===== src/sv/apdc_pkg.sv =====
// Shared types, constants and register codes for the audio PLL divider calculator.
package apdc_pkg;

  // Field widths.
  localparam int unsigned REF_W    = 26;
  localparam int unsigned FS_W     = 18;
  localparam int unsigned TGT_W    = 32;
  localparam int unsigned QUO_W    = 32;
  localparam int unsigned NUM_SCL  = 8;
  localparam int unsigned SEL_W    = 3;
  localparam int unsigned IP_W     = 4;
  localparam int unsigned FRAC_W   = 24;
  localparam int unsigned CFG_IDX_W = 3;
  localparam int unsigned CFG_DAT_W = 32;

  // Long division of (target << 28) by the reference: 60 quotient steps,
  // four steps in each pipeline stage.
  localparam int unsigned DIV_STEPS      = 60;
  localparam int unsigned STEPS_PER_STG  = 4;
  localparam int unsigned DIV_STAGES     = DIV_STEPS / STEPS_PER_STG;

  // Configuration register indexes.
  localparam logic [CFG_IDX_W-1:0] REG_VCO_MIN = 3'd0;
  localparam logic [CFG_IDX_W-1:0] REG_VCO_MAX = 3'd1;
  localparam logic [CFG_IDX_W-1:0] REG_REF_MIN = 3'd2;
  localparam logic [CFG_IDX_W-1:0] REG_REF_MAX = 3'd3;
  localparam logic [CFG_IDX_W-1:0] REG_IP_MIN  = 3'd4;

  // Register reset values.
  localparam logic [31:0]       VCO_MIN_RST = 32'd90000000;
  localparam logic [31:0]       VCO_MAX_RST = 32'd100000000;
  localparam logic [REF_W-1:0]  REF_MIN_RST = 26'd8000000;
  localparam logic [REF_W-1:0]  REF_MAX_RST = 26'd33000000;
  localparam logic [IP_W-1:0]   IP_MIN_RST  = 4'd6;

  // Scalers {10,15,20,30,40,60,80,120} give 1024*s/10 =
  // {1024,1536,2048,3072,4096,6144,8192,12288}: either fs or 3*fs, shifted.
  localparam logic [NUM_SCL-1:0] SCL_TRIPLE = 8'b1010_1010;
  localparam logic [3:0] SCL_SHIFT [NUM_SCL] = '{
    4'd10, 4'd9, 4'd11, 4'd10, 4'd12, 4'd11, 4'd13, 4'd12
  };

  // Item state carried through the divider pipeline.
  typedef struct packed {
    logic [REF_W-1:0] ref_hz;
    logic [TGT_W-1:0] dvd;
    logic [REF_W-1:0] rem;
    logic [QUO_W-1:0] quo;
    logic [SEL_W-1:0] sel;
    logic             found;
    logic             ref_oor;
  } div_t;

endpackage


===== src/sv/apdc_finish.sv =====
// Last stage: pre-divide doubling, zero-reference masking and result registers.
module apdc_finish (
  input  logic                          clk_i,
  input  logic                          rst_ni,
  input  logic                          vld_i,
  input  apdc_pkg::div_t                stg_i,
  input  logic [apdc_pkg::IP_W-1:0]     ip_min_i,
  output logic                          done_o,
  output logic [apdc_pkg::SEL_W-1:0]    scaler_index_o,
  output logic                          no_scaler_found_o,
  output logic                          ref_out_of_range_o,
  output logic                          ref_is_zero_o,
  output logic                          pre_divide_o,
  output logic [apdc_pkg::IP_W-1:0]     ratio_int_o,
  output logic [apdc_pkg::FRAC_W-1:0]   ratio_frac_o
);

  logic                          ref_zero;
  logic                          pre;
  logic [apdc_pkg::QUO_W-1:0]    ratio;
  logic                          done_q;
  logic [apdc_pkg::SEL_W-1:0]    sel_q;
  logic                          nsf_q, oor_q, zero_q, pre_q;
  logic [apdc_pkg::IP_W-1:0]     ip_q;
  logic [apdc_pkg::FRAC_W-1:0]   frac_q;

  // Ratio doubled when its integer part is below the minimum; zero ref gives 0.
  always_comb begin
    ref_zero = (stg_i.ref_hz == '0);
    pre      = 1'b0;
    ratio    = stg_i.quo;
    if (ref_zero) begin
      ratio = '0;
    end else if (stg_i.quo[apdc_pkg::QUO_W-1 -: apdc_pkg::IP_W] < ip_min_i) begin
      pre   = 1'b1;
      ratio = {stg_i.quo[apdc_pkg::QUO_W-2:0], 1'b0};
    end
  end

  always_ff @(posedge clk_i or negedge rst_ni) begin
    if (!rst_ni) begin
      done_q <= 1'b0;
    end else begin
      done_q <= vld_i;
    end
  end

  always_ff @(posedge clk_i) begin
    sel_q  <= stg_i.found ? stg_i.sel : '0;
    nsf_q  <= ~stg_i.found;
    oor_q  <= stg_i.ref_oor;
    zero_q <= ref_zero;
    pre_q  <= pre;
    ip_q   <= ratio[apdc_pkg::QUO_W-1 -: apdc_pkg::IP_W];
    frac_q <= ratio[apdc_pkg::QUO_W-apdc_pkg::IP_W-1 -: apdc_pkg::FRAC_W];
  end

  assign done_o             = done_q;
  assign scaler_index_o     = sel_q;
  assign no_scaler_found_o  = nsf_q;
  assign ref_out_of_range_o = oor_q;
  assign ref_is_zero_o      = zero_q;
  assign pre_divide_o       = pre_q;
  assign ratio_int_o        = ip_q;
  assign ratio_frac_o       = frac_q;

endmodule


===== config.mk =====
export PLATFORM = sky130hd
export DESIGN_NAME = apdc_finish
export DESIGN_NICKNAME = d
export VERILOG_FILES = /design/src/sv/apdc_pkg.sv /design/src/sv/apdc_finish.sv
export SDC_FILE = /design/constraint.sdc
export NUM_CORES = 1
export LEC_CHECK = 0
export BUFFER_PORTS_ARGS = -buffer_cell sky130_fd_sc_hd__buf_4
export CAP_MARGIN = 20
export CORE_ASPECT_RATIO = 2
export CORE_MARGIN = 4
export CORE_UTILIZATION = 38
export CTS_BUF_LIST = sky130_fd_sc_hd__clkbuf_8
export DETAILED_ROUTE_END_ITERATION = 7
export PLACE_DENSITY = 0.88
export SLEW_MARGIN = 20
export SYNTH_ARGS = -nofsm -noshare
export SYNTH_HDL_FRONTEND = slang
export SYNTH_SLANG_ARGS = --single-unit

===== constraint.sdc =====
create_clock -name clk_i -period 1.1 [get_ports clk_i]
set_input_delay 0.165 -clock clk_i [delete_from_list [all_inputs] [get_ports clk_i]]
set_output_delay 0.165 -clock clk_i [all_outputs]
set_load 0.03 [all_outputs]

==> impl_metrics.py <==
metrics = {
    "synth": {
        "avgSynthCellArea_sq_um": 9.31,
        "yosysSeqAreaShare": 0.481,
        "syn-num-nets": 293,
        "syn-cell-area_sq_um": 1510,
        "synth.distinct_cells": 26,
        "synth_warnings": 0,
        "synth_seq_cells": 36,
        "synth_area_leaders": "dfxtp_1, nand3_1, a21oi_2",
        "synthCells": 162,
        "synth_top_cell_by_area": "dfxtp_1",
        "synth_top_area_frac": 0.465,
    },
    "place": {
        "place_area_sq_um": 2450,
        "io_buffers": 102,
        "dp_hpwl_um": 3540,
        "place_congestion": 0.714,
    },
    "pwr": {
        "power_per_cell_area_nw_per_um2": 1490,
        "peakVddDrop_uv": 1000,
        "internal_power_uw": 2900,
        "p_switching_uw": 1470,
        "p_clk_frac": 0.268,
        "seqPwrFrac": 0.350,
        "p_comb_frac": 0.382,
        "p_leak_uw": 0.00127,
        "switching_share": 0.336,
    },
    "timing": {
        "min_period_over_period": 1.06,
        "rsz0062_at_grt": "yes",
        "hold_viol_final": 0,
        "max_freq_mhz": 861,
        "setup_viol": 28,
        "final.setup.worst_slack_ps": -61.4,
        "relSlewSlack": 0.800,
        "tightest_slew_ps": 300,
        "report.final.slew_viol_count": 0,
        "period_minus_slack_ps": 1160,
    },
    "detailed_routing": {
        "via_per_inst": 5.36,
        "routed_wl_um": 5810,
        "drc_errors": 0,
        "num_vias": 1758,
        "first_iter_violations": 26,
        "wire_per_inst_um": 17.7,
        "ant_nets": 0,
        "drtPass1Iterations": 4,
    },
    "worst_setup_path": {
        "critPathKind": "in2reg",
        "worst_path_max_delay_cell": "or2_4",
        "crit_buf_inv": 3,
        "crit_path_end_kind": "flip-flop",
        "path_cells": "buf_8 > inv_12 > ha_4 > or2_4 > a21oi_4 > buf_12 > o21ai_1 > a21oi_1",
        "cpPeakStageDelay_ps": 240,
        "worstPathRequired_ps": 1320,
        "cp_data_arrival_time_ps": 1380,
        "crit_path_max_fanout": 28,
        "crit_family": "compound AO/OA/AOI/OAI gates",
        "start_kind": "input port",
    },
    "layout": {
        "num-nets-final": 407,
        "nFillCells": 268,
        "final_cell_area_sq_um": 2940,
        "syn_to_final_growth_pct": 94.9,
        "n_antenna_cell": 0,
        "drive_above_1_share": 0.690,
        "fin_util": 0.764,
        "layout_common_cells": "buf_4, dfxtp_1, nand3_2, a21oi_2, o21ai_1",
        "layout_commonest_cell": "buf_4",
    },
    "min_path": {
        "hold_path_class": "in2reg",
    },
    "clock_network": {
        "root_buffer": "clkbuf_8",
        "clk_path_buf_depth": 2,
        "cts.clk_slew.worst_paths_ps": 80,
        "cts_sinks": 36,
        "h-tree-depth": 2,
        "cts_tree": "done",
        "cts_buffers": 5,
    },
    "die": {
        "die_w_um": 52.5,
        "fp.dieH_um": 97.1,
        "rows": 32,
        "core_sq_um": 3840,
        "dieArea_sq_um": 5100,
        "boundaryPins": 164,
        "initial_core_util": 0.392,
    },
    "flow_run": {
        "max-cap-violations": 0,
    },
    "global_route": {
        "grt_util_all_layers": 0.202,
        "grt_pass1_wl_um": 7740,
        "antenna_found_initial": 0,
        "grt_max_degree": 31,
        "grt_pass1_vias": 1826,
        "gr-total-overflow": 0,
    },
    "run_status": {
        "status": "complete, but fails checks",
        "violations": "negative setup slack",
    },
}
metrics by stage:
step           setup slack [ps]  std cells  total power [uW]  TNS [ps]  hold WS, ps
2_1_floorplan              -193        162              2330     -4140         -131
6_report                  -61.4        328              4360      -777         38.7
5_1_grt                   -89.9        328              4510     -1110         48.9
4_1_cts                   -50.1        325              4130      -659         28.3
3_3_place_gp               -329        312              2880     -9120        -60.1
3_5_place_dp               -368        312              2910     -9900        -58.4
cells in the mapped netlist (all sizes together):
cell,n
a21o,1
nor2b,1
buf,11
clkbuf,2
or2,1
nor2,2
o21ai,29
nor3,1
a21oi,30
inv,5
dfxtp,35
o21a,1
nand4,1
nand3,29
and2,3
dfrtp,1
ha,3
nor4,6
layer usage:
metal	global-route usage	up-vias	part of all wire
li1	-	810	-
met1	0.178	842	0.32
met2	0.357	88	0.57
met3	0.0553	18	0.065
met4	0.154	0	0.044
met5	0	-	0
area by class of cell:
class	instances	area [sq um]	area share
Timing Repair Buffer	120	1070	0.364
Multi-Input combinational cell	108	936	0.319
Sequential cell	36	726	0.247
Clock buffer	5	68.8	0.0234
Tap cell	51	63.8	0.0217
Clock inverter	3	42.5	0.0145
Inverter	5	31.3	0.0106
state kept, by name (all words and copies together) (netlist names):
signal,flops
done_o,1
no_scaler_found_o,1
pre_divide_o,1
ratio_frac_o,24
ratio_int_o,4
ref_is_zero_o,1
ref_out_of_range_o,1
scaler_index_o,3
power groups by stage:
stage	Combinational (uW)	Clock (uW)	Sequential, uW
detailed placement	1360	0	1550
global route	1750	1220	1540
global placement	1330	0	1550
floorplan	439	0	1890
finish	1670	1170	1530
CTS	1440	1160	1530
logic make-up after synthesis:
group           after synthesis  synth area share
compound gates               61             0.249
simple gates                 44             0.161
flops                        36             0.481
buf+inv                      18            0.0838
fa+ha+maj                     3            0.0249
what timing repair did:
item                                    4_1_cts  5_1_grt
cloned                                        2        2
pin swaps                                     1       29
setup buffers                                 0        1
endpoints found under the setup margin       28       28
hold endpoints to repair                      3        0
hold buffers                                  3        0
resized for setup                             6       49
path summary, 6_finish.rpt:
kind,start,end,cells after the start
worst max-delay path,ip_min_i[2],ratio_frac_o[16],8
worst min-delay path,stg_i[1],no_scaler_found_o,2
max in group asynchronous,rst_ni,done_o,2
min in group asynchronous,rst_ni,done_o,2
Note: power is estimated with default switching activity, not from simulation.
