### config.mk
export PLATFORM = sky130hd
export DESIGN_NAME = apdc_select
export DESIGN_NICKNAME = d
export VERILOG_FILES = /design/src/sv/apdc_pkg.sv /design/src/sv/apdc_select.sv
export SDC_FILE = /design/constraint.sdc
export NUM_CORES = 1
export LEC_CHECK = 0
export BUFFER_PORTS_ARGS = -buffer_cell sky130_fd_sc_hd__buf_2
export CORE_MARGIN = 10
export CORE_UTILIZATION = 50
export CTS_CLUSTER_DIAMETER = 40
export DETAILED_ROUTE_END_ITERATION = 7
export PLACE_DENSITY = 0.83
export SYNTH_ARGS = -nofsm -noshare
export SYNTH_HDL_FRONTEND = slang
export SYNTH_SLANG_ARGS = --single-unit
### constraint.sdc
create_clock -name clk_i -period 0.8 [get_ports clk_i]
set_input_delay 0.04 -clock clk_i [delete_from_list [all_inputs] [get_ports clk_i]]
set_output_delay 0.04 -clock clk_i [all_outputs]
set_load 0.03 [all_outputs]
### src/sv/apdc_pkg.sv
// Shared types, constants and register codes for the audio PLL divider calculator.
package apdc_pkg;

  // Field widths.
  localparam int unsigned REF_W    = 26;
  localparam int unsigned FS_W     = 18;
  localparam int unsigned TGT_W    = 32;
  localparam int unsigned QUO_W    = 32;
  localparam int unsigned NUM_SCL  = 8;
  localparam int unsigned SEL_W    = 3;
  localparam int unsigned IP_W     = 4;
  localparam int unsigned FRAC_W   = 24;
  localparam int unsigned CFG_IDX_W = 3;
  localparam int unsigned CFG_DAT_W = 32;

  // Long division of (target << 28) by the reference: 60 quotient steps,
  // four steps in each pipeline stage.
  localparam int unsigned DIV_STEPS      = 60;
  localparam int unsigned STEPS_PER_STG  = 4;
  localparam int unsigned DIV_STAGES     = DIV_STEPS / STEPS_PER_STG;

  // Configuration register indexes.
  localparam logic [CFG_IDX_W-1:0] REG_VCO_MIN = 3'd0;
  localparam logic [CFG_IDX_W-1:0] REG_VCO_MAX = 3'd1;
  localparam logic [CFG_IDX_W-1:0] REG_REF_MIN = 3'd2;
  localparam logic [CFG_IDX_W-1:0] REG_REF_MAX = 3'd3;
  localparam logic [CFG_IDX_W-1:0] REG_IP_MIN  = 3'd4;

  // Register reset values.
  localparam logic [31:0]       VCO_MIN_RST = 32'd90000000;
  localparam logic [31:0]       VCO_MAX_RST = 32'd100000000;
  localparam logic [REF_W-1:0]  REF_MIN_RST = 26'd8000000;
  localparam logic [REF_W-1:0]  REF_MAX_RST = 26'd33000000;
  localparam logic [IP_W-1:0]   IP_MIN_RST  = 4'd6;

  // Scalers {10,15,20,30,40,60,80,120} give 1024*s/10 =
  // {1024,1536,2048,3072,4096,6144,8192,12288}: either fs or 3*fs, shifted.
  localparam logic [NUM_SCL-1:0] SCL_TRIPLE = 8'b1010_1010;
  localparam logic [3:0] SCL_SHIFT [NUM_SCL] = '{
    4'd10, 4'd9, 4'd11, 4'd10, 4'd12, 4'd11, 4'd13, 4'd12
  };

  // Item state carried through the divider pipeline.
  typedef struct packed {
    logic [REF_W-1:0] ref_hz;
    logic [TGT_W-1:0] dvd;
    logic [REF_W-1:0] rem;
    logic [QUO_W-1:0] quo;
    logic [SEL_W-1:0] sel;
    logic             found;
    logic             ref_oor;
  } div_t;

endpackage

### src/sv/apdc_select.sv
// First stage: scaler targets, window selection and reference range check.
module apdc_select (
  input  logic                          clk_i,
  input  logic                          rst_ni,
  input  logic                          vld_i,
  input  logic [apdc_pkg::REF_W-1:0]    ref_clock_hz_i,
  input  logic [apdc_pkg::FS_W-1:0]     sample_rate_hz_i,
  input  logic [31:0]                   vco_min_i,
  input  logic [31:0]                   vco_max_i,
  input  logic [apdc_pkg::REF_W-1:0]    ref_min_i,
  input  logic [apdc_pkg::REF_W-1:0]    ref_max_i,
  output logic                          vld_o,
  output apdc_pkg::div_t                stg_o
);

  logic [apdc_pkg::FS_W+1:0]  fs3;
  logic [apdc_pkg::TGT_W-1:0] tgt [apdc_pkg::NUM_SCL];
  logic [apdc_pkg::NUM_SCL-1:0] in_win;
  logic [apdc_pkg::TGT_W-1:0] best;
  logic [apdc_pkg::SEL_W-1:0] sel;
  logic                       found;
  apdc_pkg::div_t             stg_d, stg_q;
  logic                       vld_q;

  // Targets are fs or 3*fs shifted left; they rise with the index.
  assign fs3 = {2'b00, sample_rate_hz_i} + {1'b0, sample_rate_hz_i, 1'b0};

  always_comb begin
    for (int i = 0; i < apdc_pkg::NUM_SCL; i++) begin
      if (apdc_pkg::SCL_TRIPLE[i]) begin
        tgt[i] = apdc_pkg::TGT_W'({12'd0, fs3} << apdc_pkg::SCL_SHIFT[i]);
      end else begin
        tgt[i] = apdc_pkg::TGT_W'({14'd0, sample_rate_hz_i} << apdc_pkg::SCL_SHIFT[i]);
      end
      in_win[i] = (tgt[i] > vco_min_i) && (tgt[i] < vco_max_i);
    end
  end

  // Largest target in the window is the highest index in the window.
  always_comb begin
    best  = '0;
    sel   = '0;
    found = 1'b0;
    for (int i = 0; i < apdc_pkg::NUM_SCL; i++) begin
      if (in_win[i]) begin
        best  = tgt[i];
        sel   = apdc_pkg::SEL_W'(i);
        found = 1'b1;
      end
    end
  end

  always_comb begin
    stg_d.ref_hz  = ref_clock_hz_i;
    stg_d.dvd     = best;
    stg_d.rem     = '0;
    stg_d.quo     = '0;
    stg_d.sel     = sel;
    stg_d.found   = found;
    stg_d.ref_oor = (ref_clock_hz_i > ref_max_i) || (ref_clock_hz_i < ref_min_i);
  end

  always_ff @(posedge clk_i or negedge rst_ni) begin
    if (!rst_ni) begin
      vld_q <= 1'b0;
    end else begin
      vld_q <= vld_i;
    end
  end

  always_ff @(posedge clk_i) begin
    stg_q <= stg_d;
  end

  assign vld_o = vld_q;
  assign stg_o = stg_q;

endmodule

==> results of run 1 <==
==> repair_timing <==
action,4_1_cts,5_1_grt
setup buffers,36,13
endpoints found under the setup margin,83,83
hold buffers,28,0
pin swaps,47,16
gates cloned,3,1
gates resized for setup,309,59
endpoints found under the hold margin,28,0
==> Yosys cell counts, drive strengths merged, types with 12 or more instances <==
cell type / instances
a211o: 12
a211oi: 25
a21o: 40
a21oi: 128
a31oi: 14
and3: 17
and4: 17
buf: 82
dfxtp: 54
ha: 368
inv: 119
nand2: 81
nand3: 56
nand4: 53
nor2: 77
nor3: 22
nor4: 17
o211ai: 15
o21a: 16
o21ai: 73
o22ai: 12
o31ai: 13
==> worst max path at each step <==
stage | start | slack [ns] | to | cells past startpoint
floorplan | sample_rate_hz_i[1] | -3.06 | stg_o[80] | 18
CTS | sample_rate_hz_i[1] | -3.15 | stg_o[87] | 22
finish | sample_rate_hz_i[1] | -3.89 | stg_o[77] | 24
detailed placement | sample_rate_hz_i[1] | -3.69 | stg_o[88] | 23
global route | sample_rate_hz_i[1] | -3.94 | stg_o[77] | 24
global placement | sample_rate_hz_i[1] | -3.64 | stg_o[88] | 23
==> kinds of logic after synthesis <==
family,Yosys count
AOI/OAI and AO/OA,441
xor gates and xnor gates,14
adders and majority gates,369
buffers and inverters,212
DFF,55
muxes,2
other,1
and+or+nand+nor,401
==> worst max-delay path, delay by kind of cell <==
family,cells,cell delay (ns)
compound gates,8,1.78
simple gates,4,0.90
buf+inv,8,1.13
xor+xnor,1,0.24
fa+ha+maj,3,0.82
==> per-stage QoR <==
step                      TNS (ns)  hold slack [ns]  area, sq um  util, %  power, mW
after floorplan             -79.45          -0.2556        12650        -      12.87
after global placement      -95.62          -0.1855        16410    69.49      18.91
after detailed placement    -97.59          -0.1837        16410    69.49      19.42
after CTS                   -83.22          0.02353        18310    77.53      24.34
after global routing       -101.31          0.06221        18690    79.14      27.75
final                      -101.41          0.05546        18690    79.14      26.54
==> report_power, final <==
part           internal [mW]  total, mW  switching (mW)  leakage, nW
logic                   9.21       20.2            11.0         8.90
registers               3.44       3.79           0.357        0.471
clock network           1.28       2.51            1.23       0.0790
==> metal layers <==
layer	vias to the layer above	track usage, %	share of wire (%)
met2	1355	57.64	44
li1	6906	-	-
met5	-	0	0
met1	7233	38.57	35
met4	0	23.53	9.0
met3	451	8.472	12
==> state kept, by name (all words and copies together), names as in the netlist <==
register  count
stg_o        54
vld_o         1
==> cell type report <==
cell class,count,area [sq um]
Timing Repair inverter,1,11.26
Sequential cell,55,1176
Antenna cell,1,2.502
Tap cell,319,399.1
Inverter,120,475.5
Fill cell,1436,4926
Clock buffer,6,138.9
Clock inverter,2,20.02
Multi-Input combinational cell,1295,11230
Timing Repair Buffer,664,5235
==> placed cells by master, fill, tap and decap left out, drive strengths merged, types with 9 or more instances in the layout <==
cell type | Yosys | routed
nand4 | 53 | 53
nor4 | 17 | 17
dlygate4sd3 | 0 | 28
inv | 119 | 121
a221oi | 9 | 9
a2111oi | 9 | 9
and3 | 17 | 17
a31oi | 14 | 14
o21a | 16 | 16
nand2 | 81 | 81
o31ai | 13 | 13
nor3 | 22 | 22
and2 | 10 | 10
a211o | 12 | 12
dfxtp | 54 | 54
nand2b | 11 | 11
nor2 | 77 | 77
o22ai | 12 | 12
and4 | 17 | 17
nand3 | 56 | 56
conb | 1 | 67
ha | 368 | 368
buf | 82 | 636
nor2b | 10 | 10
a21oi | 128 | 128
o211ai | 15 | 15
o21ai | 73 | 73
a211oi | 25 | 25
a21o | 40 | 40
==> reports/results.ini, run 1 <==
[worst_setup_path]
required_ns=1.04
worstPathArrival_ns=4.93
critPathKind=in2reg
cp_max_fo=5
crit_slowest_cell=o21ai_1
end_kind=flop
critPathMostFrequentCell=buf_4
start_kind=input pin
worstPathCellList=buf_8 -> ha_4 -> buf_6 -> fa_2 -> a211oi_4 -> o21ai_2 -> buf_4 -> nand2_1 -> xor2_2 -> inv_2 -> buf_4 -> ha_1 -> a21oi_1 -> nor2b_1 -> o21ai_1 -> nand2b_1 -> o31ai_2 -> buf_4 -> o2111a_2 -> buf_4 -> buf_4 -> and2_1 -> a221oi_1 -> a21oi_1
critical_path.max_stage_delay_ns=0.41

[floorplan]
ios=285
die_x_um=175.2
fp.dieH_um=175.2
core_sq_um=23610
dieArea_sq_um=30690
start_util_pct=51.00
fp-row-count=56

[finish]
final_nets=2674
area_growth_pct=55.17
stdcell_count=2463
drive_above_1_share_pct=40.74

[cts]
htree_num_levels=2
cts_buffers=5
cts_tree=done
cts.clk_slew.worst_paths_ns=0.09
cts_sinks=55
root_buffer=clkbuf_16
clock_path_buffers=2

[pwr]
ir_drop_v=0.001322
leakage_nw=9.453
cellPowerDensity_nw_per_um2=1421

[synthesis]
synth_fa_ha_area_share_pct=38.40
yosysUniqueCellTypes=84
synth_area_sq_um=12040
synth_area_leaders=ha_1, dfxtp_1, a21oi_1, buf_4, inv_1
synthSimpleGateAreaFrac_pct=17.80
synth.avg_cell_area_sq_um=8.055
synth_cells=1495
synth-compound-area-share_pct=24.49
synthMuxAreaShare_pct=0.1870
yosysWarnings=0
synth-xor-area-share_pct=1.018
synth_flop_cell=dfxtp_1
synth_edf_count=0
seq_area_frac_synth_pct=9.184
synth_area_leader_cell=ha_1
ys_ff_latch=55
synth_top_family_by_area=adder cells
synthArstFlopShare_pct=1.818
synth_top_area_share_pct=38.23

[detailed_routing]
via_per_inst=6.474
ant_nets=0
drc=2
firstDrtPassIters=8
wl_mm=59.86
vias=15950
dr.first_iter.drc_count=2144
wl_per_cell_um=24.30

[timing]
layout_worst_path_cycle_share_pct=585.9
rsz0062_at_grt=yes
fmax_mhz=213.3
tightest_slew_ns=0.6728
setup_viol=75
min_period_ns=4.687
slew_headroom_pct=54.67
fin_ws_ns=-3.887
slew_viol_final=0
hold_viol=0

[flow_run]
drv_cap=0

[placed_design]
dp_slack_ns=-3.693
portBuffers=217
post-place-cells=2375
gp_congestion=0.9944
hpwl_mm=41.70

[worst_hold_path]
min_path_type=in2async

[grt]
antenna_found_initial=1
grt_overflow=0
grt_pass1_wl_mm=86.06
grt_usage_pct=34.69
grt_pass1_vias=16050
grt_start_max_net_pins=23

[outcome]
violations=DRC, setup timing
status=finished with violations

No activity file was read; power rests on OpenSTA's default activity.
==> run 2: changes to the inputs <==
CORE_MARGIN = default   (was 10)
SETUP_SLACK_MARGIN = 0.05   (was default)
==> reports/results.ini, run 2 (synthesized netlist as in run 1, its figures left out) <==
[worst_setup_path]
critPathMostFrequentCell=buf_4
crit_slowest_cell=o211ai_1
critical_path.max_stage_delay_ns=0.62
required_ns=1.02
critPathKind=in2reg
cp_max_fo=8
worstPathArrival_ns=5.30
path_buf_inv=6
end_kind=flop
start_kind=input pin
worstPathCellList=buf_2 -> ha_4 -> and3_4 -> a2111oi_4 -> o21ai_2 -> a21oi_2 -> buf_4 -> xor2_4 -> inv_2 -> buf_4 -> ha_1 -> nand4_1 -> nor2_1 -> a2111oi_1 -> o211ai_1 -> o211a_1 -> buf_12 -> buf_4 -> a2111oi_4 -> o21bai_1 -> o311a_1
path_delay_family=compound AO/OA/AOI/OAI gates

[timing]
tightest_slew_ns=1.269
setup_tns_ns=-110.94
fmax_mhz=196.6
slew_headroom_pct=15.00
min_period_ns=5.086
layout_worst_path_cycle_share_pct=635.8
rsz0062_at_grt=yes
fin_ws_ns=-4.286
setup_viol=72
fin_hold_ws_ns=0.03814
slew_viol_final=0
hold_viol=0

[detailed_routing]
vias=16040
dr.first_iter.drc_count=2347
wl_per_cell_um=24.81
firstDrtPassIters=8
ant_nets=0
via_per_inst=6.559
drc=55
wl_mm=60.68

[outcome]
violations=DRC, setup timing
status=finished with violations

[grt]
grt_usage_pct=43.27
grt_start_max_net_pins=22
antenna_found_initial=6
use_met1_pct=48.52
grt_use_met2_pct=68.06
grt_pass1_wl_mm=81.31
grt_pass1_vias=14820
grt_util_met3_pct=15.01
grt_overflow=0
grt-busiest-layer=met2

[floorplan]
fp-row-count=56
core_sq_um=23540
die_x_um=157.2
start_util_pct=51.15
ios=285
fp.dieH_um=157.2
dieArea_sq_um=24710

[placed_design]
gp_congestion=1.017
hpwl_mm=39.41
dp_slack_ns=-3.863
portBuffers=217

[finish]
mostFrequentLayoutCell=buf_4
drive_above_1_share_pct=40.67
post-route-util_pct=78.43
final_nets=2653
largest_register_ff_count=54
area_growth_pct=53.33
nFillCells=1484
mostFrequentLayoutCells=buf_4, ha_1, buf_2, a21oi_1, inv_1

[cts]
cts_tree=done
root_buffer=clkbuf_16
cts_buffers=5
clock_path_buffers=2
htree_num_levels=2
cts.clk_slew.worst_paths_ns=0.10
cts_sinks=55

[pwr]
combPwrFrac_pct=76.3
p_seq_share_pct=14.6
leakage_nw=9.352
pwr-share-clk_pct=9.1
ir_drop_v=0.001004
intPower_mw=13.74
switching_share_pct=48.38
p_sw_mw=12.88
cellPowerDensity_nw_per_um2=1441

[worst_hold_path]
min_path_type=in2async

[flow_run]
drv_cap=0

-- run 2: cell types whose count changed in the layout (fill, tap and decap cells not counted), sizes merged --
cell | previous run | this run
dlymetal6s4s | 0 | 2
diode | 1 | 5
clkbuf | 6 | 7
dlygate4sd3 | 28 | 24
clkinv | 2 | 1
buf | 636 | 617
clkinvlp | 0 | 1
xnor2 | 8 | 7
-- run 2: through the flow --
stage	power [mW]	area [sq um]	std cells
floorplan	12.87	12650	1561
global placement	18.88	16240	2361
detailed placement	19.42	16240	2361
CTS	23.64	17620	2416
global route	27.92	18460	2443
finish	26.61	18470	2446
-- run 2: layout make-up --
| cell class | instances | area (sq um) | area share, % |
|---|---|---|---|
| multi-input cells | 1294 | 11210 | 60.70 |
| repair buffers | 645 | 5045 | 27.32 |
| flip-flops and latches | 55 | 1182 | 6.403 |
| inverters | 120 | 465.4 | 2.521 |
| well taps | 319 | 399.1 | 2.162 |
| clock buffers | 5 | 125.1 | 0.6776 |
| clock inverters | 3 | 27.53 | 0.1491 |
| diodes | 5 | 12.51 | 0.06776 |
-- run 2: final timing paths --
path / from / endpoint / slack, ns / cells past startpoint
max: sample_rate_hz_i[4] / stg_o[83] / -4.29 / 21
min: rst_ni / vld_o / 0.04 / 2
max in group asynchronous: rst_ni / vld_o / 0.67 / 2
min in group clk_i: ref_clock_hz_i[2] / stg_o[97] / 0.04 / 2
-- run 2: routing by layer --
| layer | share of wire [%] | up-vias |
|---|---|---|
| li1 | - | 6865 |
| met3 | 15 | 501 |
| met2 | 42 | 1389 |
| met5 | 0.14 | - |
| met1 | 33 | 7282 |
| met4 | 9.8 | 6 |
-- run 2: timing repair --
item | 4_1_cts | 5_1_grt
endpoints found under the setup margin | 83 | 85
resized for setup | 252 | 120
pin swaps | 34 | 54
gates cloned | 0 | 2
endpoints found under the hold margin | 25 | 1
hold buffers | 25 | 1
setup buffers | 22 | 22
-- run 2: power by group through the flow --
stage | clock network (mW) | logic, mW | registers (mW)
2_1_floorplan | 0 | 8.20 | 4.68
3_3_place_gp | 0 | 15.3 | 3.59
3_5_place_dp | 0 | 15.8 | 3.58
4_1_cts | 2.38 | 17.5 | 3.79
5_1_grt | 2.50 | 21.5 | 3.90
6_report | 2.41 | 20.3 | 3.89
