## src/sv/apdc_pkg.sv

```systemverilog
// Shared types, constants and register codes for the audio PLL divider calculator.
package apdc_pkg;

  // Field widths.
  localparam int unsigned REF_W    = 26;
  localparam int unsigned FS_W     = 18;
  localparam int unsigned TGT_W    = 32;
  localparam int unsigned QUO_W    = 32;
  localparam int unsigned NUM_SCL  = 8;
  localparam int unsigned SEL_W    = 3;
  localparam int unsigned IP_W     = 4;
  localparam int unsigned FRAC_W   = 24;
  localparam int unsigned CFG_IDX_W = 3;
  localparam int unsigned CFG_DAT_W = 32;

  // Long division of (target << 28) by the reference: 60 quotient steps,
  // four steps in each pipeline stage.
  localparam int unsigned DIV_STEPS      = 60;
  localparam int unsigned STEPS_PER_STG  = 4;
  localparam int unsigned DIV_STAGES     = DIV_STEPS / STEPS_PER_STG;

  // Configuration register indexes.
  localparam logic [CFG_IDX_W-1:0] REG_VCO_MIN = 3'd0;
  localparam logic [CFG_IDX_W-1:0] REG_VCO_MAX = 3'd1;
  localparam logic [CFG_IDX_W-1:0] REG_REF_MIN = 3'd2;
  localparam logic [CFG_IDX_W-1:0] REG_REF_MAX = 3'd3;
  localparam logic [CFG_IDX_W-1:0] REG_IP_MIN  = 3'd4;

  // Register reset values.
  localparam logic [31:0]       VCO_MIN_RST = 32'd90000000;
  localparam logic [31:0]       VCO_MAX_RST = 32'd100000000;
  localparam logic [REF_W-1:0]  REF_MIN_RST = 26'd8000000;
  localparam logic [REF_W-1:0]  REF_MAX_RST = 26'd33000000;
  localparam logic [IP_W-1:0]   IP_MIN_RST  = 4'd6;

  // Scalers {10,15,20,30,40,60,80,120} give 1024*s/10 =
  // {1024,1536,2048,3072,4096,6144,8192,12288}: either fs or 3*fs, shifted.
  localparam logic [NUM_SCL-1:0] SCL_TRIPLE = 8'b1010_1010;
  localparam logic [3:0] SCL_SHIFT [NUM_SCL] = '{
    4'd10, 4'd9, 4'd11, 4'd10, 4'd12, 4'd11, 4'd13, 4'd12
  };

  // Item state carried through the divider pipeline.
  typedef struct packed {
    logic [REF_W-1:0] ref_hz;
    logic [TGT_W-1:0] dvd;
    logic [REF_W-1:0] rem;
    logic [QUO_W-1:0] quo;
    logic [SEL_W-1:0] sel;
    logic             found;
    logic             ref_oor;
  } div_t;

endpackage

```

## src/sv/apdc_div_stage.sv

```systemverilog
// One divider pipeline stage: four restoring division steps.
module apdc_div_stage (
  input  logic           clk_i,
  input  logic           rst_ni,
  input  logic           vld_i,
  input  apdc_pkg::div_t stg_i,
  output logic           vld_o,
  output apdc_pkg::div_t stg_o
);

  apdc_pkg::div_t       stg_d, stg_q;
  logic                 vld_q;
  logic [apdc_pkg::REF_W:0] trial;

  // Shift the next dividend bit into the remainder and subtract when it fits.
  always_comb begin
    stg_d = stg_i;
    trial = '0;
    for (int s = 0; s < apdc_pkg::STEPS_PER_STG; s++) begin
      trial     = {stg_d.rem, stg_d.dvd[apdc_pkg::TGT_W-1]};
      stg_d.dvd = {stg_d.dvd[apdc_pkg::TGT_W-2:0], 1'b0};
      if (trial >= {1'b0, stg_d.ref_hz}) begin
        trial     = trial - {1'b0, stg_d.ref_hz};
        stg_d.quo = {stg_d.quo[apdc_pkg::QUO_W-2:0], 1'b1};
      end else begin
        stg_d.quo = {stg_d.quo[apdc_pkg::QUO_W-2:0], 1'b0};
      end
      stg_d.rem = trial[apdc_pkg::REF_W-1:0];
    end
  end

  always_ff @(posedge clk_i or negedge rst_ni) begin
    if (!rst_ni) begin
      vld_q <= 1'b0;
    end else begin
      vld_q <= vld_i;
    end
  end

  always_ff @(posedge clk_i) begin
    stg_q <= stg_d;
  end

  assign vld_o = vld_q;
  assign stg_o = stg_q;

endmodule

```

## config.mk

```make
export PLATFORM = sky130hd
export DESIGN_NAME = apdc_div_stage
export DESIGN_NICKNAME = d
export VERILOG_FILES = /design/src/sv/apdc_pkg.sv /design/src/sv/apdc_div_stage.sv
export SDC_FILE = /design/constraint.sdc
export NUM_CORES = 1
export LEC_CHECK = 0
export BUFFER_PORTS_ARGS = -buffer_cell sky130_fd_sc_hd__buf_2
export CAP_MARGIN = 20
export CORE_ASPECT_RATIO = 0.6
export CORE_MARGIN = 2
export CORE_UTILIZATION = 50
export DETAILED_ROUTE_END_ITERATION = 8
export PLACE_DENSITY = 0.77
export SYNTH_ARGS = -nofsm -noshare
export SYNTH_HDL_FRONTEND = slang
export SYNTH_SLANG_ARGS = --single-unit
```

## constraint.sdc

```tcl
create_clock -name clk_i -period 0.8 [get_ports clk_i]
set_input_delay 0.2 -clock clk_i [delete_from_list [all_inputs] [get_ports clk_i]]
set_output_delay 0.2 -clock clk_i [all_outputs]
set_load 0.02 [all_outputs]
```

==> results of run 1 <==
==> through the flow <==
stage | area [sq um] | setup WS (ps) | TNS (ps)
after floorplan | 9060 | -8980 | -251300
after detailed placement | 13400 | -9640 | -268970
after global placement | 13400 | -9430 | -261460
==> cell families after synthesis <==
kind of cell | Yosys count | synth area share
compound gates | 298 | 0.213
simple gates | 237 | 0.130
flops | 118 | 0.269
fa+ha+maj | 108 | 0.157
mux | 82 | 0.112
buf+inv | 81 | 0.0386
xor+xnor | 79 | 0.0787
other cells | 1 | 0.000427
==> results by group, run 1 <==
Logic synthesis
  – Mapped Area: 0.00879 sq mm
  – Most area-consuming cells after synthesis: dfxtp_1 27%, ha_1 15%, mux2_2 7.2%
  – Seq/Total Area, Yosys: 0.269
  – Syn avg cell area: 8.75 sq um
  – Ys async rst share: 0.00847
  – Count leader, synth: dfxtp_1
  – Count of cell types in the netlist: 70
  – Top_reg_cell synth: dfxtp_1
  – Ys Warns: 0
  – Yosys reg bits: 118
  – Post-Syn Instances: 1004
  – Synth top area share: 0.267
  – Post-synth top area cell: dfxtp_1
  – Number of flops mapped to enable cells by yosys: 0
  – Post-synth top cells: 117 x dfxtp_1, 104 x ha_1, 95 x a21oi_1

Outcome
  – Run Error: [ERROR DPL-0033] detailed placement checks failed during check placement.
  – Last stage: 4_1_cts
  – Status: stopped before the end

Placed design
  – Port Buffers: 237
  – Hpwl dp: 27.0 mm
  – Routability cong.: 1.02
  – Placed insts: 1856

Floorplan
  – I/O pin total: 246
  – Die Wd: 175 um
  – Starting Density: 0.512
  – Die height: 107 um
  – Num rows: 37

Clocking
  – CTS Sinks: 118
  – Post-CTS Setup Bufs: 55
  – CTS Root Cell: clkbuf_16
  – Post_cts resized: 516
  – Hold_buf cts: 87
  – H-tree depth: 4
  – CTS buffer count: 17
  – Clock Path Buffers: 2
==> run 2, diff against run 1 <==
--- a/config.mk
+++ b/config.mk
@@ -7,11 +7,10 @@
 export LEC_CHECK = 0
 export BUFFER_PORTS_ARGS = -buffer_cell sky130_fd_sc_hd__buf_2
 export CAP_MARGIN = 20
-export CORE_ASPECT_RATIO = 0.6
 export CORE_MARGIN = 2
-export CORE_UTILIZATION = 50
+export CORE_UTILIZATION = 35
 export DETAILED_ROUTE_END_ITERATION = 8
-export PLACE_DENSITY = 0.77
+export PLACE_DENSITY_LB_ADDON = 0.15
 export SYNTH_ARGS = -nofsm -noshare
 export SYNTH_HDL_FRONTEND = slang
 export SYNTH_SLANG_ARGS = --single-unit
==> run 2 against run 1 <==
The flow now finishes, with violations (negative setup slack). Synthesized area unchanged. Synthesized cell count is the same.
==> results by group, run 2 <==
Outcome
  – Status: complete, but fails checks
  – Failing checks: negative setup slack

Timing
  – RSZ-0062 raised after global routing: yes
  – Final hold violations: 0
  – Final Setup Violations: 148
  – Slew Limit Headroom: 0.672
  – Setup ws final: -8470 ps
  – Worst slew pin tran: 487 ps
  – Fin crit share: 11.6
  – Fmax: 0.108 GHz
  – Final Max Tran Viols: 0
  – Min Tclk post-route: 9270 ps

Pwr
  – Worst vdd ir: 0.00395 V
  – LEAKAGE: 8.36 nW
  – Pwr dens: 4690 mW/mm^2

Clocking
  – CTS buffer count: 17 (unchanged)
  – CTS Sinks: 118 (unchanged)
  – Clock Path Buffers: 2 (unchanged)
  – H-tree depth: 4 (unchanged)
  – CTS Root Cell: clkbuf_16
  – Clock transition at the registers of the reported paths: 80 ps
  – CTS tree: done

Logic synthesis
  – Count of cell types in the netlist: 70 (unchanged)
  – Post-synth top area cell: dfxtp_1
  – Syn avg cell area: 8.75 sq um (unchanged)
  – Ys async rst share: 0.00847 (unchanged)
  – Seq/Total Area, Yosys: 0.269 (unchanged)
  – Yosys reg bits: 118 (unchanged)
  – Post-Syn Instances: 1004 (unchanged)
  – Post-synth top cells: 117 x dfxtp_1, 104 x ha_1, 95 x a21oi_1
  – Mapped Area: 0.00879 sq mm (unchanged)
  – Ys Warns: 0 (unchanged)
  – Synth top area share: 0.267 (unchanged)
  – Count leader, synth: dfxtp_1
  – Most area-consuming cells after synthesis: dfxtp_1 27%, ha_1 15%, mux2_2 7.2%
  – Top_reg_cell synth: dfxtp_1
  – Number of flops mapped to enable cells by yosys: 0 (unchanged)

Final layout
  – Layout Cells excl Fill: 2140
  – ANT cells: 0
  – Register area: 0.00251 sq mm
  – Layout cells sized above 1: 0.596
  – Largest register FFs: 117
  – Nets: 2035
  – Final core occ: 0.712
  – Most common cell after layout, fill and taps aside: buf_4
  – Most frequent cells in the layout: 449 x buf_4, 135 x buf_6, 117 x dfxtp_2, 111 x buf_2, 86 x dlygate4sd3_1
  – FILL cells: 1835
  – Synth-to-layout area growth: 98.3%
  – Layout Cell Area excl Fill: 0.0174 sq mm
  – Area of the multi-input gates: 0.00705 sq mm

Routing
  – Via Count: 10713
  – ANT nets after route: 0
  – DRT Wirelength: 37.3 mm
  – First-iteration detailed-routing DRC count: 582
  – DRC: 0
  – Vias/cell: 5.01
  – Average routed wire per standard cell: 17.4 um
  – Pre-antenna DRT Iters: 5

Floorplan
  – Core box area: 0.0245 sq mm
  – Starting Density: 0.359 (-0.152)
  – I/O pin total: 246 (unchanged)
  – Num rows: 57 (+54%)
  – Die area: 0.0264 sq mm
  – Die Wd: 162 um (-7.2%)
  – Die height: 162 um (+52%)

Global routing
  – Total congestion overflow: 0
  – Global Route Usage Sum: 0.278
  – First-pass GRT wire length: 57.1 mm
  – Largest net degree at the start of global routing: 17
  – Initial antenna violation count: 0
  – Vias in the first global route: 11061

Critical path
  – Critical path launch point type: primary input
  – Crit-path max FO: 7
  – Crit path to: stg_o[55]$_DFF_P_
  – CP startpoint: stg_i[96]
  – Critical path required time: 1110 ps
  – Critical path endpoint category: register
  – Max stage delay on crit path: 410 ps
  – Critical path arrival: 9580 ps
  – Kind of critical path: in2reg
  – CP max stage cell: or3_4

Placed design
  – Hpwl dp: 26.2 mm (-3.2%)
  – Area of placed instances: 0.0136 sq mm (+1.6%)
  – Worst slack, placed: -9330 ps (+315 ps)
  – Placed insts: 1960 (+5.6%)
  – Port Buffers: 237 (unchanged)
  – Routability cong.: 0.919 (-10%)

Run
  – Max-cap violations: 0

Hold path
  – Hold Crit Class: in2reg
  – WHS Path Cells: 2
  – Hold Path Origin: stg_i[111]
==> run 2: worst min-delay path by stage <==
| stage | end | slack [ps] |
|---|---|---|
| global placement | vld_o$_DFF_PN0_ | -30 |
| finish | stg_o[111]$_DFF_P_ | 30 |
| detailed placement | vld_o$_DFF_PN0_ | -20 |
| floorplan | vld_o$_DFF_PN0_ | -100 |
| CTS | stg_o[117]$_DFF_P_ | -110 |
| global route | stg_o[111]$_DFF_P_ | 30 |
==> run 2: layout make-up <==
cell class,instances,share of cell area
timing repair buffer,794,0.378
clock buffer,17,0.0244
inverter,63,0.0151
multi-input combinational,808,0.404
clock inverter,15,0.0104
tap,324,0.0233
timing repair inverter,1,0.000646
sequential,118,0.144
==> run 2: cells by family (layout without fill, tap and decap cells) <==
group,Yosys count,in the layout,synth area share
muxes,82,82,0.112
and+or+nand+nor,237,237,0.130
xor gates and xnor gates,79,79,0.0787
other,1,4,0.000427
AOI/OAI and AO/OA,298,298,0.213
adders and majority gates,108,108,0.157
buffers and inverters,81,890,0.0386
DFF,118,118,0.269
==> run 2: what timing repair did <==
| item | 4_1_cts | 5_1_grt |
|---|---|---|
| endpoints found under the hold margin | 87 | 1 |
| resized for setup | 506 | 54 |
| hold buffers | 86 | 1 |
| endpoints found under the setup margin | 148 | 148 |
| pin swaps | 58 | 49 |
| setup buffers | 48 | 10 |
| cloned | 5 | 0 |
==> run 2: layer usage <==
layer | track usage | part of all wire | up-vias
met5 | 0 | 0 | -
met4 | 0.0949 | 0.027 | 0
met3 | 0.0354 | 0.043 | 71
met2 | 0.519 | 0.52 | 321
met1 | 0.327 | 0.41 | 5082
li1 | - | - | 5239
==> run 2: power breakdown <==
part           total, mW  switching [mW]  internal [mW]
registers           8.04           0.524           7.51
logic               65.5            28.2           37.4
clock network       8.25            3.51           4.74
total               81.8            32.2           49.6
==> run 2: per-stage QoR <==
step / total power [mW] / TNS (ps) / hold slack [ps]
final: 81.8 / -269680 / 28.4
after global routing: 86.5 / -283730 / 26.9
after global placement: 60.7 / -259610 / -25.7
after CTS: 79.0 / -265640 / -114
after floorplan: 39.8 / -251300 / -95.6
after detailed placement: 61.0 / -262480 / -20.4
==> run 2: worst max-delay path, delay by kind of cell <==
kind,cells,cell delay (ps)
xor+xnor,1,140
fa+ha+maj,4,1030
compound gates,22,4370
buf+inv,9,1190
mux,5,1330
simple gates,7,1290
Power figures use the tool's default switching activity.
==> run 3, diff against run 2 <==
--- a/config.mk
+++ b/config.mk
@@ -7,6 +7,8 @@
 export LEC_CHECK = 0
 export BUFFER_PORTS_ARGS = -buffer_cell sky130_fd_sc_hd__buf_2
 export CAP_MARGIN = 20
+export CELL_PAD_IN_SITES_DETAIL_PLACEMENT = 0
+export CELL_PAD_IN_SITES_GLOBAL_PLACEMENT = 1
 export CORE_MARGIN = 2
 export CORE_UTILIZATION = 35
 export DETAILED_ROUTE_END_ITERATION = 8
==> run 3 against run 2 <==
The run still ends with negative setup slack left. Critical path depth rose by 4. Largest power group unchanged. Count of clock-buffer cells in the layout rose by 3. Clock power fell by 3.8%.
==> results by group, run 3 (synthesis results as in run 2) <==
Clocking
  – CTS Sinks: 118 (unchanged)
  – CTS Root Cell: clkbuf_16
  – Clock transition at the registers of the reported paths: 60 ps (-20 ps)
  – Clock Path Buffers: 2 (unchanged)
  – CTS tree: done
  – H-tree depth: 4 (unchanged)
  – CTS buffer count: 17 (unchanged)

Timing
  – Fin crit share: 11.6 (about the same)
  – Final Max Tran Viols: 0 (unchanged)
  – Final Setup Violations: 148 (unchanged)
  – Fmax: 0.108 GHz (about the same)
  – Worst Hold Margin: 19.5 ps (-8.94 ps)
  – Min Tclk post-route: 9270 ps (-3.93 ps)
  – Setup ws final: -8470 ps (+3.93 ps)
  – RSZ-0062 raised after global routing: yes
  – Final hold violations: 0 (unchanged)

Critical path
  – Critical path launch point type: primary input
  – Kind of critical path: in2reg
  – WP buf/inv: 17 (+8)
  – Crit path to: stg_o[42]$_DFF_P_
  – Crit path max-delay family: compound AO/OA/AOI/OAI gates
  – Critical path endpoint category: register
  – Cell depth of the worst setup path: 52 (+8.3%)
  – CP max stage cell: fa_2
  – Critical path required time: 1100 ps (about the same)
  – CP startpoint: stg_i[96]
  – Critical path arrival: 9570 ps (about the same)
  – Max stage delay on crit path: 440 ps (+30 ps)
  – Crit-path max FO: 6 (-1)
  – Most frequent CP cell: buf_4

Final layout
  – Layout cells sized above 1: 0.607 (+0.0111)
  – Most frequent cells in the layout: 462 x buf_4, 128 x buf_6, 117 x dfxtp_2, 111 x buf_2, 88 x dlygate4sd3_1
  – Nets: 2043 (+0.39%)
  – Layout Cells excl Fill: 2148 (+0.37%)
  – ANT cells: 0 (unchanged)
  – Most common cell after layout, fill and taps aside: buf_4
  – Largest register FFs: 117 (unchanged)
  – Synth-to-layout area growth: 101%

Placed design
  – Placed insts: 1964 (+0.20%)
  – Routability cong.: 0.947 (+3.1%)
  – Worst slack, placed: -9260 ps (+62.0 ps)
  – Port Buffers: 237 (unchanged)
  – Hpwl dp: 26.8 mm (+2.4%)

Routing
  – Average routed wire per standard cell: 18.1 um (+4.0%)
  – Pre-antenna DRT Iters: 5 (unchanged)
  – Via Count: 10729 (+0.15%)
  – Vias/cell: 4.99 (-0.22%)
  – DRC: 0 (unchanged)
  – First-iteration detailed-routing DRC count: 627 (+7.7%)
  – DRT Wirelength: 38.9 mm (+4.3%)
  – ANT nets after route: 0 (unchanged)

Pwr
  – Pwr dens: 4730 mW/mm^2 (+0.68%)
  – Total Power: 83.5 mW (+2.1%)
  – Worst vdd ir: 0.00411 V (+4.2%)
  – LEAKAGE: 8.37 nW (+0.19%)

Floorplan
  – Die area: 0.0264 sq mm (unchanged)
  – Starting Density: 0.359 (unchanged)
  – Num rows: 57 (unchanged)
  – Die height: 162 um (unchanged)
  – I/O pin total: 246 (unchanged)
  – Die Wd: 162 um (unchanged)
  – Core box area: 0.0245 sq mm (unchanged)

Global routing
  – Largest net degree at the start of global routing: 17 (unchanged)
  – First-pass GRT wire length: 58.9 mm (+3.2%)
  – Global Route Usage Sum: 0.286 (+0.00793)
  – Total congestion overflow: 0 (unchanged)
  – Vias in the first global route: 11231 (+1.5%)
  – Initial antenna violation count: 0 (unchanged)

Hold path
  – Hold Path Origin: stg_i[119]
  – Hold Crit Class: in2reg

Outcome
  – Failing checks: negative setup slack
  – Status: complete, but fails checks

Run
  – Max-cap violations: 0 (unchanged)
==> run 3: how the worst min path moves through the flow <==
stage | end | slack, ps | cells past startpoint
5_1_grt | stg_o[119]$_DFF_P_ | 8 | 2
3_3_place_gp | vld_o$_DFF_PN0_ | -30 | 1
3_5_place_dp | vld_o$_DFF_PN0_ | -30 | 1
4_1_cts | stg_o[102]$_DFF_P_ | -110 | 1
2_1_floorplan | vld_o$_DFF_PN0_ | -100 | 0
6_report | stg_o[119]$_DFF_P_ | 20 | 2
==> run 3: final cells by class <==
type	count	area, sq um
Clock inverter	12	154
Inverter	63	262
Tap cell	324	405
Sequential cell	118	2510
Timing Repair Buffer	802	6600
Timing Repair inverter	1	6.26
Fill cell	1798	6790
Multi-Input combinational cell	808	7290
Clock buffer	20	447
==> run 3: stage by stage <==
stage	area [sq um]	TNS, ps	util
3_5_place_dp	13700	-261080	0.558
6_report	17700	-268180	0.723
3_3_place_gp	13700	-256920	0.558
4_1_cts	17300	-261610	0.706
2_1_floorplan	9060	-251300	-
5_1_grt	17700	-279310	0.723
==> run 3: metal layers <==
| metal | vias to the layer above | routed length (um) | track usage |
|---|---|---|---|
| met4 | 0 | 1080 | 0.0933 |
| met2 | 347 | 20200 | 0.531 |
| met3 | 76 | 1900 | 0.0494 |
| met5 | - | 0 | 0 |
| li1 | 5269 | - | - |
| met1 | 5037 | 15700 | 0.332 |
==> run 3: timing repair <==
| action | CTS | global route |
|---|---|---|
| setup endpoints to repair | 148 | 148 |
| endpoints found under the hold margin | 88 | 1 |
| resized for setup | 518 | 65 |
| gates cloned | 5 | 0 |
| buffers inserted | 48 | 16 |
| pin swaps | 73 | 54 |
| hold buffers | 87 | 1 |
==> run 3: where the power goes <==
part	total (mW)	internal (mW)	switching, mW	leakage, nW
registers	8.04	7.52	0.523	0.999
logic	67.6	38.0	29.5	7.09
clock network	7.94	4.98	2.96	0.286
==> run 4, diff against run 3 <==
--- a/config.mk
+++ b/config.mk
@@ -12,6 +12,7 @@
 export CORE_MARGIN = 2
 export CORE_UTILIZATION = 35
 export DETAILED_ROUTE_END_ITERATION = 8
+export HOLD_SLACK_MARGIN = 0.03
 export PLACE_DENSITY_LB_ADDON = 0.15
 export SYNTH_ARGS = -nofsm -noshare
 export SYNTH_HDL_FRONTEND = slang
==> constraint.sdc (replaced) <==
create_clock -name clk_i -period 7.85 [get_ports clk_i]
set_input_delay 1.9625 -clock clk_i [delete_from_list [all_inputs] [get_ports clk_i]]
set_output_delay 1.9625 -clock clk_i [all_outputs]
set_load 0.02 [all_outputs]
==> run 4 against run 3 <==
Die area stayed put. Combinational power is 90% lower. The flow still finishes with violations (negative setup slack). Final cell count is 3.8% lower. Hold slack better by 1300 ps.
==> results by group, run 4 (synthesis results as in run 2) <==
Routing
  – Via Count: 10129 (-5.6%)
  – DRC: 0 (unchanged)
  – DRT Wirelength: 34.4 mm (-12%)
  – Average routed wire per standard cell: 16.6 um (-8.2%)
  – Vias/cell: 4.90 (-1.9%)
  – Pre-antenna DRT Iters: 5 (unchanged)
  – First-iteration detailed-routing DRC count: 536 (-15%)
  – ANT nets after route: 0 (unchanged)

Floorplan
  – Core box area: 0.0245 sq mm (unchanged)
  – Die Wd: 162 um (unchanged)
  – Die area: 0.0264 sq mm (unchanged)
  – Starting Density: 0.359 (unchanged)
  – Num rows: 57 (unchanged)
  – I/O pin total: 246 (unchanged)
  – Die height: 162 um (unchanged)

Global routing
  – Initial antenna violation count: 0 (unchanged)
  – First-pass GRT wire length: 51.8 mm (-12%)
  – Global Route Usage Sum: 0.251 (-0.0351)
  – Vias in the first global route: 10070 (-10%)
  – Total congestion overflow: 0 (unchanged)
  – Largest net degree at the start of global routing: 17 (unchanged)

Critical path
  – Critical path launch point type: primary input
  – CP max stage cell: or3b_4
  – Kind of critical path: in2reg
  – Critical path required time: 8150 ps (+7050 ps)
  – Crit-path max FO: 6 (unchanged)
  – Max stage delay on crit path: 450 ps (about the same)
  – Critical path endpoint category: register
  – Critical path arrival: 11490 ps (+1920 ps)

Clocking
  – Hold_buf cts: 0 (-100%)
  – CTS tree: done
  – CTS Sinks: 118 (unchanged)
  – H-tree depth: 4 (unchanged)
  – CTS buffer count: 17 (unchanged)
  – CTS Root Cell: clkbuf_16
  – Clock Path Buffers: 2 (unchanged)
  – Clock transition at the registers of the reported paths: 60 ps (about the same)

Pwr
  – LEAKAGE: 7.85 nW (-6.2%)
  – Pwr dens: 510 mW/mm^2 (-89%)
  – Worst vdd ir: 0.000443 V (-89%)

Timing
  – Final Setup Violations: 28 (-81%)
  – Fin crit share: 1.43
  – Min Tclk post-route: 11190 ps
  – Setup ws final: -3340 ps (+5130 ps)
  – RSZ-0062 raised after global routing: yes
  – Worst slew pin tran: 515 ps
  – Slew Limit Headroom: 0.653
  – Final hold violations: 0 (unchanged)
  – Fmax: 0.0894 GHz
  – Final Max Tran Viols: 0 (unchanged)

Placed design
  – Routability cong.: 0.941 (-0.66%)
  – Port Buffers: 237 (unchanged)
  – Area of placed instances: 0.0137 sq mm (+0.60%)
  – Worst slack, placed: -4120 ps (+5140 ps)
  – Hpwl dp: 26.9 mm (+0.29%)

Final layout
  – Synth-to-layout area growth: 81.4%
  – Layout Cell Area excl Fill: 0.0159 sq mm (-9.8%)
  – Largest register FFs: 117 (unchanged)
  – Most common cell after layout, fill and taps aside: buf_4
  – ANT cells: 0 (unchanged)
  – FILL cells: 2108 (+17%)
  – Nets: 1962 (-4.0%)
  – Layout cells sized above 1: 0.566 (-0.0412)
  – Most frequent cells in the layout: 462 x buf_4, 232 x buf_2, 117 x dfxtp_1, 70 x a21oi_1, 70 x nor2_1

Outcome
  – Failing checks: negative setup slack
  – Status: complete, but fails checks

Hold path
  – Hold Crit Class: in2async

Run
  – Max-cap violations: 0 (unchanged)
-- run 4: stage by stage --
stage               std cells  utilization  total power, mW  hold slack (ps)  setup TNS [ps]
floorplan                1007            -             4.05             1670          -99010
global placement         1975        0.562             6.24             1740         -106870
detailed placement       1975        0.562             6.29             1740         -111000
CTS                      2043        0.625             7.97             1300          -86980
global route             2067        0.652             8.67             1300         -100480
finish                   2067        0.652             8.13             1320          -90230
-- run 4: critical path, delay by kind of cell --
kind / cells / cell delay, ps
AND/OR/NAND/NOR: 10 / 1870
multiplexers: 5 / 1370
adder cells (fa/ha/maj): 4 / 970
AO/OA/AOI/OAI: 20 / 3960
buffers and inverters: 11 / 1310
-- run 4: power breakdown --
group          leakage [nW]  internal, mW  total (mW)  switching (mW)
logic                  6.58          3.78        6.60            2.81
clock network         0.273         0.469       0.770           0.302
registers             0.999         0.744       0.765          0.0210
total                  7.85          4.99        8.13            3.14
-- run 4: layout make-up --
type	count	area (sq um)	share of cell area
tap	324	405	0.0254
timing repair buffer	722	5110	0.321
clock inverter	14	153	0.00958
clock buffer	18	429	0.0269
inverter	63	253	0.0159
sequential	118	2370	0.149
multi-input combinational	808	7220	0.453
-- run 4: timing repair --
action,CTS,global route
gates resized for setup,122,104
pin swaps,48,74
buffers inserted,32,31
setup endpoints to repair,28,28
cloned,6,0
-- run 4: final timing paths --
path / startpoint / to / slack [ps] / depth (start not counted)
hold / removal: rst_ni / vld_o$_DFF_PN0_ / 1320 / 1
max in group asynchronous: rst_ni / vld_o$_DFF_PN0_ / 6450 / 1
setup / recovery: stg_i[112] / stg_o[53]$_DFF_P_ / -3340 / 50
min in group clk_i: stg_i[86] / stg_o[90]$_DFF_P_ / 1640 / 1
-- run 4: per-layer routing --
layer | vias to the layer above | wire length, um | part of all wire | GRT usage
li1 | 5108 | - | - | -
met2 | 267 | 16800 | 0.49 | 0.430
met5 | - | 0 | 0 | 0
met3 | 48 | 1640 | 0.048 | 0.0407
met4 | 0 | 837 | 0.024 | 0.0845
met1 | 4706 | 15100 | 0.44 | 0.322
